### src/rtl/cbd_pkg.sv
// cbd_pkg: shared types, widths, register codes and color widening tables
// for the color blob detector. No dependencies.
`timescale 1ns / 1ps
`default_nettype none

package cbd_pkg;

  // Raster limits; coordinates saturate at the last column and row.
  localparam int MaxWidth  = 1024;
  localparam int MaxHeight = 1024;

  localparam int CoordW   = 10;
  localparam int CountW   = 21;
  localparam int SumW     = 31;
  localparam int StepW    = 8;
  localparam int FracBits = 16;
  localparam int FracW    = FracBits + 1;
  localparam int Prod1W   = CountW + StepW;
  localparam int Prod2W   = Prod1W + StepW;
  localparam int DivW     = Prod2W + FracBits;
  localparam int DivCntW  = $clog2(DivW);
  localparam int CfgDataW = 24;
  localparam int CfgIdxW  = 3;

  localparam logic [CoordW-1:0] ColLast  = CoordW'(MaxWidth - 1);
  localparam logic [CoordW-1:0] RowLast  = CoordW'(MaxHeight - 1);
  localparam logic [CountW-1:0] HitMax   = {CountW{1'b1}};
  localparam logic [FracW-1:0]  FracOne  = FracW'(1 << FracBits);

  typedef enum logic [CfgIdxW-1:0] {
    CFG_TARGET    = 3'd0,
    CFG_TOLERANCE = 3'd1,
    CFG_STEP      = 3'd2,
    CFG_X_START   = 3'd3,
    CFG_Y_START   = 3'd4,
    CFG_X_END     = 3'd5,
    CFG_Y_END     = 3'd6,
    CFG_AREA      = 3'd7
  } cfg_reg_e;

  typedef enum logic [1:0] {
    DIV_COL,
    DIV_ROW,
    DIV_AREA
  } div_sel_e;

  typedef enum logic [3:0] {
    ST_IDLE,
    ST_MUL1,
    ST_MUL2,
    ST_LDX,
    ST_DVX,
    ST_LDY,
    ST_DVY,
    ST_LDA,
    ST_DVA,
    ST_FRAC,
    ST_OUT
  } ctl_state_e;

  typedef struct packed {
    logic [15:0] pixel_word;
    logic        end_of_line;
    logic        end_of_frame;
  } pix_in_t;

  typedef struct packed {
    logic              found;
    logic [CoordW-1:0] centroid_x;
    logic [CoordW-1:0] centroid_y;
    logic [CoordW-1:0] box_left;
    logic [CoordW-1:0] box_top;
    logic [CoordW-1:0] box_right;
    logic [CoordW-1:0] box_bottom;
    logic [CountW-1:0] match_count;
    logic [FracW-1:0]  area_fraction;
  } blob_out_t;

  // Controller -> datapath
  typedef struct packed {
    logic     pix_fire;
    logic     mul1;
    logic     mul2;
    logic     div_load;
    div_sel_e div_sel;
    logic     div_step;
    logic     store_col;
    logic     store_row;
    logic     store_area;
    logic     out_load;
  } dp_cmd_t;

  // Datapath -> controller
  typedef struct packed {
    logic div_last;
  } dp_sts_t;

  // Rounded 5/6-bit to 8-bit widening, built at elaboration.
  typedef logic [7:0] wide5_tab_t [32];
  typedef logic [7:0] wide6_tab_t [64];

  function automatic wide5_tab_t build_wide5();
    wide5_tab_t t;
    for (int v = 0; v < 32; v++) begin
      t[v] = 8'((v * 255 + 15) / 31);
    end
    return t;
  endfunction

  function automatic wide6_tab_t build_wide6();
    wide6_tab_t t;
    for (int v = 0; v < 64; v++) begin
      t[v] = 8'((v * 255 + 31) / 63);
    end
    return t;
  endfunction

  localparam wide5_tab_t Wide5Tab = build_wide5();
  localparam wide6_tab_t Wide6Tab = build_wide6();

endpackage

`default_nettype wire

### src/rtl/rgb565_color_blob_detector_core.sv
// Throughput: one pixel word per cycle while no frame end is in progress;
//   in_ready_o is low from the end-of-frame word until the result is handed
//   to the output register, through the 53 one-bit steps of the shared
//   divider run three times (two centroids, area fraction), and longer
//   while an earlier result word still waits in the output register.
// Reset (rst_ni, async, active low): config to defaults, position and
//   accumulators cleared, min box corners to all ones, no result pending.
// rgb565_color_blob_detector_core: top level, joins controller and datapath.
// Depends on cbd_pkg, cbd_ctrl, cbd_datapath.
`timescale 1ns / 1ps
`default_nettype none

module rgb565_color_blob_detector_core (
  input  wire                          clk_i,
  input  wire                          rst_ni,
  // config write port, index is the register's place in the map
  input  wire                          cfg_we_i,
  input  wire [cbd_pkg::CfgIdxW-1:0]   cfg_idx_i,
  input  wire [cbd_pkg::CfgDataW-1:0]  cfg_data_i,
  // pixel word in
  input  wire                          in_valid_i,
  output logic                         in_ready_o,
  input  cbd_pkg::pix_in_t             in_word_i,
  // blob result word out
  output logic                         out_valid_o,
  input  wire                          out_ready_i,
  output cbd_pkg::blob_out_t           out_word_o
);
  import cbd_pkg::*;

  dp_cmd_t cmd;
  dp_sts_t sts;

  // Controller: accepts pixels in idle, then sequences multiply, three
  // divisions and the handoff into the result register. The result register
  // is separate, so new pixels flow while an old result still waits.
  cbd_ctrl u_ctrl (
    .clk_i       (clk_i),
    .rst_ni      (rst_ni),
    .in_valid_i  (in_valid_i),
    .in_eof_i    (in_word_i.end_of_frame),
    .in_ready_o  (in_ready_o),
    .out_valid_o (out_valid_o),
    .out_ready_i (out_ready_i),
    .sts_i       (sts),
    .cmd_o       (cmd)
  );

  // Datapath: per-pixel match and accumulate as each word is taken; frame-end math.
  cbd_datapath u_dp (
    .clk_i      (clk_i),
    .rst_ni     (rst_ni),
    .cfg_we_i   (cfg_we_i),
    .cfg_idx_i  (cfg_idx_i),
    .cfg_data_i (cfg_data_i),
    .in_word_i  (in_word_i),
    .cmd_i      (cmd),
    .sts_o      (sts),
    .out_word_o (out_word_o)
  );

endmodule

`default_nettype wire

### src/rtl/cbd_ctrl.sv
// cbd_ctrl: frame-end sequencer (multiply, three divisions, result handoff)
// and channel handshakes. Depends on cbd_pkg.
`timescale 1ns / 1ps
`default_nettype none

module cbd_ctrl (
  input  wire              clk_i,
  input  wire              rst_ni,
  input  wire              in_valid_i,
  input  wire              in_eof_i,
  output logic             in_ready_o,
  output logic             out_valid_o,
  input  wire              out_ready_i,
  input  cbd_pkg::dp_sts_t sts_i,
  output cbd_pkg::dp_cmd_t cmd_o
);
  import cbd_pkg::*;

  ctl_state_e state_q, state_d;
  logic       out_valid_q, out_valid_d;
  logic       slot_free;

  assign slot_free = !out_valid_q || out_ready_i;

  always_comb begin
    state_d = state_q;
    unique case (state_q)
      ST_IDLE: if (in_valid_i && in_eof_i) state_d = ST_MUL1;
      ST_MUL1: state_d = ST_MUL2;
      ST_MUL2: state_d = ST_LDX;
      ST_LDX:  state_d = ST_DVX;
      ST_DVX:  if (sts_i.div_last) state_d = ST_LDY;
      ST_LDY:  state_d = ST_DVY;
      ST_DVY:  if (sts_i.div_last) state_d = ST_LDA;
      ST_LDA:  state_d = ST_DVA;
      ST_DVA:  if (sts_i.div_last) state_d = ST_FRAC;
      ST_FRAC: state_d = ST_OUT;
      ST_OUT:  if (slot_free) state_d = ST_IDLE;
      default: state_d = ST_IDLE;
    endcase
  end

  always_comb begin
    cmd_o      = '0;
    in_ready_o = 1'b0;
    unique case (state_q)
      ST_IDLE: begin
        in_ready_o     = 1'b1;
        cmd_o.pix_fire = in_valid_i;
      end
      ST_MUL1: cmd_o.mul1 = 1'b1;
      ST_MUL2: cmd_o.mul2 = 1'b1;
      ST_LDX: begin
        cmd_o.div_load = 1'b1;
        cmd_o.div_sel  = DIV_COL;
      end
      ST_LDY: begin
        cmd_o.store_col = 1'b1;
        cmd_o.div_load  = 1'b1;
        cmd_o.div_sel   = DIV_ROW;
      end
      ST_LDA: begin
        cmd_o.store_row = 1'b1;
        cmd_o.div_load  = 1'b1;
        cmd_o.div_sel   = DIV_AREA;
      end
      ST_DVX, ST_DVY, ST_DVA: cmd_o.div_step = 1'b1;
      ST_FRAC: cmd_o.store_area = 1'b1;
      ST_OUT:  cmd_o.out_load = slot_free;
      default: ;
    endcase
  end

  always_comb begin
    out_valid_d = out_valid_q;
    if (cmd_o.out_load) begin
      out_valid_d = 1'b1;
    end else if (out_ready_i) begin
      out_valid_d = 1'b0;
    end
  end

  assign out_valid_o = out_valid_q;

  always_ff @(posedge clk_i or negedge rst_ni) begin
    if (!rst_ni) begin
      state_q     <= ST_IDLE;
      out_valid_q <= 1'b0;
    end else begin
      state_q     <= state_d;
      out_valid_q <= out_valid_d;
    end
  end

endmodule

`default_nettype wire

### src/rtl/cbd_datapath.sv
// cbd_datapath: config registers, raster position, match test, accumulators,
// shared shift-subtract divider and result register. Depends on cbd_pkg.
`timescale 1ns / 1ps
`default_nettype none

module cbd_datapath (
  input  wire                            clk_i,
  input  wire                            rst_ni,
  input  wire                            cfg_we_i,
  input  wire [cbd_pkg::CfgIdxW-1:0]     cfg_idx_i,
  input  wire [cbd_pkg::CfgDataW-1:0]    cfg_data_i,
  input  cbd_pkg::pix_in_t               in_word_i,
  input  cbd_pkg::dp_cmd_t               cmd_i,
  output cbd_pkg::dp_sts_t               sts_o,
  output cbd_pkg::blob_out_t             out_word_o
);
  import cbd_pkg::*;

  // Config
  logic [23:0]       target_q;
  logic [7:0]        tol_q;
  logic [StepW-1:0]  step_q;
  logic [CoordW-1:0] xs_q, ys_q, xe_q, ye_q;
  logic [CountW-1:0] area_cfg_q;

  // Raster position
  logic [CoordW-1:0] col_q, col_d, row_q, row_d;
  logic [StepW-1:0]  cph_q, cph_d, rph_q, rph_d;

  // Accumulators
  logic [CountW-1:0] hit_q, hit_d;
  logic [SumW-1:0]   sumc_q, sumc_d, sumr_q, sumr_d;
  logic [CoordW-1:0] minc_q, minc_d, maxc_q, maxc_d;
  logic [CoordW-1:0] minr_q, minr_d, maxr_q, maxr_d;

  // Frame-end arithmetic
  logic [Prod1W-1:0]  prod1_q;
  logic [Prod2W-1:0]  prod2_q;
  logic [DivW-1:0]    quo_q;
  logic [CountW-1:0]  rem_q;
  logic [CountW-1:0]  dvs_q;
  logic [DivCntW-1:0] cnt_q;
  logic [CoordW-1:0]  cenx_q, ceny_q;
  logic [FracW-1:0]   frac_q;
  blob_out_t          out_q;

  logic [StepW-1:0]  st_eff;
  logic [CountW-1:0] fa_eff;
  logic [7:0]        r8, g8, b8;
  logic              in_x, in_y, on_grid, color_ok, hit;
  logic [CountW:0]   rem_sh, rem_sub;
  logic              rem_ge;

  function automatic logic [7:0] absdiff(logic [7:0] a, logic [7:0] b);
    return (a > b) ? (a - b) : (b - a);
  endfunction

  function automatic logic [StepW-1:0] next_phase(logic [StepW-1:0] ph,
                                                  logic [StepW-1:0] st);
    logic [StepW:0] inc;
    inc = {1'b0, ph} + (StepW+1)'(1);
    return (inc >= {1'b0, st}) ? '0 : inc[StepW-1:0];
  endfunction

  assign st_eff = (step_q == '0) ? StepW'(1) : step_q;
  assign fa_eff = (area_cfg_q == '0) ? CountW'(1) : area_cfg_q;

  // Config writes
  always_ff @(posedge clk_i or negedge rst_ni) begin
    if (!rst_ni) begin
      target_q   <= 24'hFF0000;
      tol_q      <= 8'd25;
      step_q     <= StepW'(1);
      xs_q       <= '0;
      ys_q       <= '0;
      xe_q       <= ColLast;
      ye_q       <= RowLast;
      area_cfg_q <= CountW'(1 << 20);
    end else if (cfg_we_i) begin
      unique case (cfg_reg_e'(cfg_idx_i))
        CFG_TARGET:    target_q   <= cfg_data_i;
        CFG_TOLERANCE: tol_q      <= cfg_data_i[7:0];
        CFG_STEP:      step_q     <= cfg_data_i[StepW-1:0];
        CFG_X_START:   xs_q       <= cfg_data_i[CoordW-1:0];
        CFG_Y_START:   ys_q       <= cfg_data_i[CoordW-1:0];
        CFG_X_END:     xe_q       <= cfg_data_i[CoordW-1:0];
        CFG_Y_END:     ye_q       <= cfg_data_i[CoordW-1:0];
        CFG_AREA:      area_cfg_q <= cfg_data_i[CountW-1:0];
      endcase
    end
  end

  // Match test
  assign r8 = Wide5Tab[in_word_i.pixel_word[15:11]];
  assign g8 = Wide6Tab[in_word_i.pixel_word[10:5]];
  assign b8 = Wide5Tab[in_word_i.pixel_word[4:0]];

  assign in_x     = (col_q >= xs_q) && (col_q <= xe_q);
  assign in_y     = (row_q >= ys_q) && (row_q <= ye_q);
  assign on_grid  = (cph_q == '0) && (rph_q == '0);
  assign color_ok = (absdiff(r8, target_q[23:16]) <= tol_q) &&
                    (absdiff(g8, target_q[15:8]) <= tol_q) &&
                    (absdiff(b8, target_q[7:0]) <= tol_q);
  assign hit      = cmd_i.pix_fire && in_x && in_y && on_grid && color_ok;

  // Position update
  always_comb begin
    col_d = col_q;
    row_d = row_q;
    cph_d = cph_q;
    rph_d = rph_q;
    if (cmd_i.pix_fire) begin
      if (in_word_i.end_of_frame) begin
        col_d = '0;
        row_d = '0;
        cph_d = '0;
        rph_d = '0;
      end else if (in_word_i.end_of_line) begin
        if (row_q >= ys_q) rph_d = next_phase(rph_q, st_eff);
        col_d = '0;
        cph_d = '0;
        if (row_q < RowLast) row_d = row_q + CoordW'(1);
      end else begin
        if (col_q >= xs_q) cph_d = next_phase(cph_q, st_eff);
        if (col_q < ColLast) col_d = col_q + CoordW'(1);
      end
    end
  end

  // Accumulator update; cleared once the result is taken into out_q
  always_comb begin
    hit_d  = hit_q;
    sumc_d = sumc_q;
    sumr_d = sumr_q;
    minc_d = minc_q;
    maxc_d = maxc_q;
    minr_d = minr_q;
    maxr_d = maxr_q;
    if (cmd_i.out_load) begin
      hit_d  = '0;
      sumc_d = '0;
      sumr_d = '0;
      minc_d = '1;
      maxc_d = '0;
      minr_d = '1;
      maxr_d = '0;
    end else if (hit) begin
      if (hit_q != HitMax) begin
        hit_d  = hit_q + CountW'(1);
        sumc_d = sumc_q + SumW'(col_q);
        sumr_d = sumr_q + SumW'(row_q);
      end
      if (col_q < minc_q) minc_d = col_q;
      if (col_q > maxc_q) maxc_d = col_q;
      if (row_q < minr_q) minr_d = row_q;
      if (row_q > maxr_q) maxr_d = row_q;
    end
  end

  always_ff @(posedge clk_i or negedge rst_ni) begin
    if (!rst_ni) begin
      col_q  <= '0;
      row_q  <= '0;
      cph_q  <= '0;
      rph_q  <= '0;
      hit_q  <= '0;
      sumc_q <= '0;
      sumr_q <= '0;
      minc_q <= '1;
      maxc_q <= '0;
      minr_q <= '1;
      maxr_q <= '0;
    end else begin
      col_q  <= col_d;
      row_q  <= row_d;
      cph_q  <= cph_d;
      rph_q  <= rph_d;
      hit_q  <= hit_d;
      sumc_q <= sumc_d;
      sumr_q <= sumr_d;
      minc_q <= minc_d;
      maxc_q <= maxc_d;
      minr_q <= minr_d;
      maxr_q <= maxr_d;
    end
  end

  // Restoring divider, one quotient bit per cycle; remainder stays below a nonzero divisor
  assign rem_sh  = {rem_q, quo_q[DivW-1]};
  assign rem_ge  = rem_sh >= {1'b0, dvs_q};
  assign rem_sub = rem_sh - {1'b0, dvs_q};
  assign sts_o.div_last = (cnt_q == DivCntW'(DivW - 1));

  always_ff @(posedge clk_i) begin
    if (cmd_i.mul1) prod1_q <= Prod1W'(hit_q) * Prod1W'(st_eff);
    if (cmd_i.mul2) prod2_q <= Prod2W'(prod1_q) * Prod2W'(st_eff);
    if (cmd_i.div_load) begin
      rem_q <= '0;
      cnt_q <= '0;
      case (cmd_i.div_sel)
        DIV_COL: begin
          quo_q <= DivW'(sumc_q);
          dvs_q <= hit_q;
        end
        DIV_ROW: begin
          quo_q <= DivW'(sumr_q);
          dvs_q <= hit_q;
        end
        default: begin
          quo_q <= {prod2_q, {FracBits{1'b0}}};
          dvs_q <= fa_eff;
        end
      endcase
    end else if (cmd_i.div_step) begin
      rem_q <= rem_ge ? rem_sub[CountW-1:0] : rem_sh[CountW-1:0];
      quo_q <= {quo_q[DivW-2:0], rem_ge};
      cnt_q <= cnt_q + DivCntW'(1);
    end
    if (cmd_i.store_col) cenx_q <= quo_q[CoordW-1:0];
    if (cmd_i.store_row) ceny_q <= quo_q[CoordW-1:0];
    if (cmd_i.store_area) begin
      frac_q <= (quo_q > DivW'(FracOne)) ? FracOne : quo_q[FracW-1:0];
    end
    if (cmd_i.out_load) begin
      out_q <= '0;
      if (hit_q != '0) begin
        out_q.found         <= 1'b1;
        out_q.centroid_x    <= cenx_q;
        out_q.centroid_y    <= ceny_q;
        out_q.box_left      <= minc_q;
        out_q.box_top       <= minr_q;
        out_q.box_right     <= maxc_q;
        out_q.box_bottom    <= maxr_q;
        out_q.match_count   <= hit_q;
        out_q.area_fraction <= frac_q;
      end
    end
  end

  assign out_word_o = out_q;

endmodule

`default_nettype wire

### config.mk
export PLATFORM = sky130hd
export DESIGN_NAME = rgb565_color_blob_detector_core
export DESIGN_NICKNAME = d
export VERILOG_FILES = /design/src/rtl/cbd_pkg.sv /design/src/rtl/rgb565_color_blob_detector_core.sv /design/src/rtl/cbd_ctrl.sv /design/src/rtl/cbd_datapath.sv
export SDC_FILE = /design/constraint.sdc
export NUM_CORES = 2
export LEC_CHECK = 0
export BUFFER_PORTS_ARGS = -buffer_cell sky130_fd_sc_hd__buf_4
export CORE_UTILIZATION = 30
export CTS_BUF_LIST = sky130_fd_sc_hd__clkbuf_8
export CTS_CLUSTER_DIAMETER = 50
export DETAILED_ROUTE_END_ITERATION = 8
export MAX_ROUTING_LAYER = met4
export SETUP_SLACK_MARGIN = 0.15
export SYNTH_ARGS = -nofsm -noshare
export SYNTH_HDL_FRONTEND = slang
export SYNTH_SLANG_ARGS = --single-unit
### constraint.sdc
create_clock -name clk_i -period 7.11 [get_ports clk_i]
set_input_delay 0.3555 -clock clk_i [delete_from_list [all_inputs] [get_ports clk_i]]
set_output_delay 0.3555 -clock clk_i [all_outputs]
set_load 0.03 [all_outputs]
==> run summary <==
The run finished with clean final reports. Leaving out filler cells and counting taps, the final layout contains 6384. Cells with a size suffix above 1 make up 11.5% of the layout. The sequential cell fraction of total power is 28.3%. The clock tree from TritonCTS is built. The initial utilization of the core area, before any placement, comes to 30.3%.

The standard-cell row count came out at 137. The hold path depth came out at 3. The library cell occupying the most area in the post-synthesis netlist is sky130_fd_sc_hd__edfxtp_1. For the worst flop-to-flop path, the logic depth is 19. The max capacitance violation total came out at 0. The congestion estimate from routability-driven global placement came to 0.887. The type of the worst min-delay path is in2reg.

The net count of the finished layout is 5076. The height of the die is 377 um. The number of sinks on the clock net is 568.

The number of synthesized register bits came out at 568. Synthesis produced a netlist with a net count of 4921. At the worst endpoint, the required time is 7.57 ns. For this design the total switching power over the nets is 0.00796 W. The final route contains 31419 vias. Setup repair after global routing left no endpoint under its margin. After detailed placement, the design holds a cell count of 6169. The first-pass GRT wire length is 175000 um. The clock skew after layout came out at 0.0376 ns. The deepest level of the CTS H-tree is 3. Global routing used 15.9% of the available tracks across all layers. The worst setup path category is reg2reg.

The commonest cells after synthesis are sky130_fd_sc_hd__inv_1, sky130_fd_sc_hd__nand2_1, sky130_fd_sc_hd__ha_1. The path with the worst hold slack has its endpoint at u_dp.row_q[1]$_DFFE_PN0P_. The number of library cell types mapped by synthesis came out at 78. After detailed routing, the total wire length is 110000 um. In this run, the number of DRC markers left after iteration 0 of detailed routing was 2413. The area added between synthesis and finish came out at 13.5%. The library cell used as clock root buffer is sky130_fd_sc_hd__clkbuf_8.

The number of enable flip-flop cells after synthesis came out at 276. In this run the power density over the cells is 386 nW/um2. The mean area per synthesized cell came out at 9.90 um2. The per-cell routed wire length came out at 17.2 um. The maximum buffer depth of the clock tree is 3. Sequential cells were found to cover 36.8% of the synthesized design area. By area the synthesized netlist is led by sky130_fd_sc_hd__edfxtp_1, sky130_fd_sc_hd__fa_1, sky130_fd_sc_hd__dfrtp_1. The clock latency of the later-clocked register in the worst-skew pair came out at 0.74 ns. The final critical-path share of the clock period came out at 89.5%. The total standard cell area after synthesis came out at 42200 um2.

At the pin with the least slew margin, the transition time is 1.26 ns. The register-to-register path setup slack is 0.75 ns. For the final routed database, the setup TNS stands at 0 ns.

The endpoint of the most critical register-to-register path is u_dp.prod2_q[36]$_DFFE_PP_. The time the worst path needs with I/O delays and setup came out at 6.36 ns. The clock network burns 17.0% of the power. The maximum clock rate came out at 0.157 GHz. The average vias per placed instance is 4.92. Among all cell types in the netlist, the one instantiated most often is sky130_fd_sc_hd__inv_1.

The clock-pin slew on the worst setup and hold paths came out at 0.06 ns. The fraction of synthesized cell area taken by the top area cell type is 19.6%. The initial antenna violation count came to 5.

The number of cells produced by synthesis is 4265. The total of buffers placed on input and output ports came out at 150. For this run, design rule violations remaining after detail routing come to 0. The number of buffers added by the clock tree synthesis step came out at 100. The number of warnings reported in the yosys synthesis log is 0. For this design the static power due to leakage is 22.1 nW. STA classifies the critical path endpoint as a register. Along the worst path, the maximum fanout reaches 48. Measured against its own limit, the worst slew margin works out to 15.7%. The combinational fraction of design power is 54.7%. In this run the remaining antenna-violating nets after routing total 0.

The HPWL reported at the end of detailed placement came out at 79000 um. The final count of hold timing violations was 0. The I/O pin count is 151. The number of iterations in the first detailed-routing pass came out at 5.

The proportion of register bits with asynchronous set or reset after synthesis is 46.7%. The dominant synthesized flop cell is sky130_fd_sc_hd__edfxtp_1. The cell internal power dissipation is 0.0106 W.

The number of failing setup endpoints in the final timing report came out at 0. The maximum number of pins on one net before global-route repair came out at 150. The kind of start point of the critical path is a register. The endpoint arrival time on the critical path is 6.83 ns. The final number of max-transition violations came to 0.

The die is 377 um wide. The count of buffers added by post-CTS timing repair for setup is 0. The launch point of the worst hold path is in_word_i[0]. The total of cells resized after clock tree synthesis came out at 0.

Across the VDD grid, the largest voltage drop is 0.440 mV. The core outline area came out at 140000 um2. The switching portion of total power is 43.0%.

After global routing the overflow that remains totals 0. The die footprint is 142000 um2. The launch instance of the worst register-to-register path is u_dp.step_q[4]$_DFFE_PN0P_. The via count of the first global-routing pass came out at 31408. Buffers inserted to repair hold after CTS numbered 25.
[worst max-delay path by stage]
stage / from / end / slack (ns) / cells past startpoint
final: u_dp.step_q[4]$_DFFE_PN0P_ / u_dp.prod2_q[36]$_DFFE_PP_ / 0.75 / 19
after global routing: u_dp.step_q[1]$_DFFE_PN0P_ / u_dp.prod2_q[33]$_DFFE_PP_ / 0.49 / 21
after CTS: u_dp.step_q[1]$_DFFE_PN0P_ / u_dp.prod2_q[33]$_DFFE_PP_ / 0.80 / 21
after detailed placement: in_word_i[12] / u_dp.sumc_q[23]$_DFFE_PN0P_ / 0.51 / 29
after global placement: in_word_i[12] / u_dp.hit_q[18]$_DFFE_PN0P_ / 0.51 / 28
after floorplan: u_dp.step_q[7]$_DFFE_PN0P_ / u_dp.prod2_q[33]$_DFFE_PP_ / 1.30 / 18
[routing by layer]
metal	GRT usage (%)	up-vias	routed length, um
li1	-	14800	-
met1	20.7	15582	48900
met2	24.5	845	50300
met3	3.23	192	7630
met4	5.52	0	3120
met5	-	-	0
[final cells by class]
| type | instances | area, um2 |
|---|---|---|
| sequential | 568 | 15500 |
| timing repair buffer | 248 | 1940 |
| tap | 1876 | 2350 |
| antenna | 3 | 7.51 |
| clock buffer | 117 | 1610 |
| multi-input combinational | 2964 | 24000 |
| clock inverter | 70 | 460 |
| fill | 14205 | 91600 |
| inverter | 538 | 2020 |
[placed cells by master (no fill, tap or decap), types with 39 or more instances in the layout]
master	netlist	routed
sky130_fd_sc_hd__inv_1	535	563
sky130_fd_sc_hd__nand2_1	391	391
sky130_fd_sc_hd__ha_1	321	321
sky130_fd_sc_hd__and2_1	286	286
sky130_fd_sc_hd__fa_1	285	285
sky130_fd_sc_hd__edfxtp_1	276	276
sky130_fd_sc_hd__nor2_1	237	236
sky130_fd_sc_hd__buf_4	0	221
sky130_fd_sc_hd__dfrtp_1	212	212
sky130_fd_sc_hd__o21ai_0	177	176
sky130_fd_sc_hd__a21oi_1	158	158
sky130_fd_sc_hd__clkbuf_8	0	117
sky130_fd_sc_hd__nand3_1	103	103
sky130_fd_sc_hd__mux2_2	77	77
sky130_fd_sc_hd__nor2b_1	75	75
sky130_fd_sc_hd__xnor2_1	74	74
sky130_fd_sc_hd__a21o_1	73	73
sky130_fd_sc_hd__o31ai_1	63	63
sky130_fd_sc_hd__mux2i_1	57	57
sky130_fd_sc_hd__xor2_1	55	55
sky130_fd_sc_hd__dfstp_2	53	53
sky130_fd_sc_hd__nor3_1	49	47
sky130_fd_sc_hd__nand4_1	47	47
sky130_fd_sc_hd__or4_1	39	39
[registers in the layout (all words and copies together) (netlist names), 17 cells and up]
register / count
u_dp.prod2_q: 37
u_dp.prod1_q: 29
u_dp.area_cfg_q: 21
u_dp.rem_q: 21
u_dp.target_q: 24
u_dp.out_word_o: 99
u_dp.sumc_q: 31
u_dp.frac_q: 17
u_dp.quo_q: 53
u_dp.dvs_q: 21
u_dp.sumr_q: 31
u_dp.hit_q: 21
[worst max-delay path, stage by stage, from the launching register on]
cell and delay, ns:
sky130_fd_sc_hd__dfrtp_1 0.34, sky130_fd_sc_hd__buf_4 0.53, sky130_fd_sc_hd__nand2_1 0.17, sky130_fd_sc_hd__fa_1 0.56, sky130_fd_sc_hd__inv_1 0.05, sky130_fd_sc_hd__fa_1 0.47, sky130_fd_sc_hd__fa_1 0.55, sky130_fd_sc_hd__inv_1 0.06
sky130_fd_sc_hd__fa_1 0.54, sky130_fd_sc_hd__inv_1 0.05, sky130_fd_sc_hd__ha_1 0.33, sky130_fd_sc_hd__and2_1 0.16, sky130_fd_sc_hd__o21ai_0 0.11, sky130_fd_sc_hd__nor3_1 0.37, sky130_fd_sc_hd__o2111ai_1 0.33, sky130_fd_sc_hd__o21a_1 0.34
sky130_fd_sc_hd__o311ai_0 0.63, sky130_fd_sc_hd__a311o_1 0.29, sky130_fd_sc_hd__a21oi_1 0.08, sky130_fd_sc_hd__xnor2_1 0.13
[per-stage QoR]
stage | cell area [um2] | hold slack, ns | total power (W) | worst slack (ns) | utilization (%)
after global placement | 45600 | 0.469 | 0.0152 | 0.507 | 32.7
after detailed placement | 45600 | 0.476 | 0.0154 | 0.513 | 32.7
after CTS | 47900 | 0.00595 | 0.0187 | 0.802 | 34.4
after global routing | 47900 | 0.0609 | 0.0201 | 0.493 | 34.4
final | 47900 | 0.0915 | 0.0185 | 0.747 | 34.4
after floorplan | 42200 | 0.0599 | 0.0128 | 1.30 | -
[power groups by stage]
stage	registers, W	logic, W	clock network, W
after floorplan	0.00513	0.00768	0
after global placement	0.00529	0.00995	0
after detailed placement	0.00530	0.0101	0
after CTS	0.00525	0.0102	0.00323
after global routing	0.00532	0.0114	0.00338
final	0.00524	0.0101	0.00314
[logic make-up (layout without fill, tap and decap cells)]
logic type,after synthesis,in the layout,synth area share [%]
AO/OA/AOI/OAI,717,717,11.1
AND/OR/NAND/NOR,1378,1378,16.5
buffers and inverters,733,973,6.52
flip-flops,568,568,36.8
other,0,3,0
multiplexers,134,134,3.40
adder cells (fa/ha/maj),606,606,23.0
XOR/XNOR,129,129,2.67
Power figures use the tool's default switching activity.
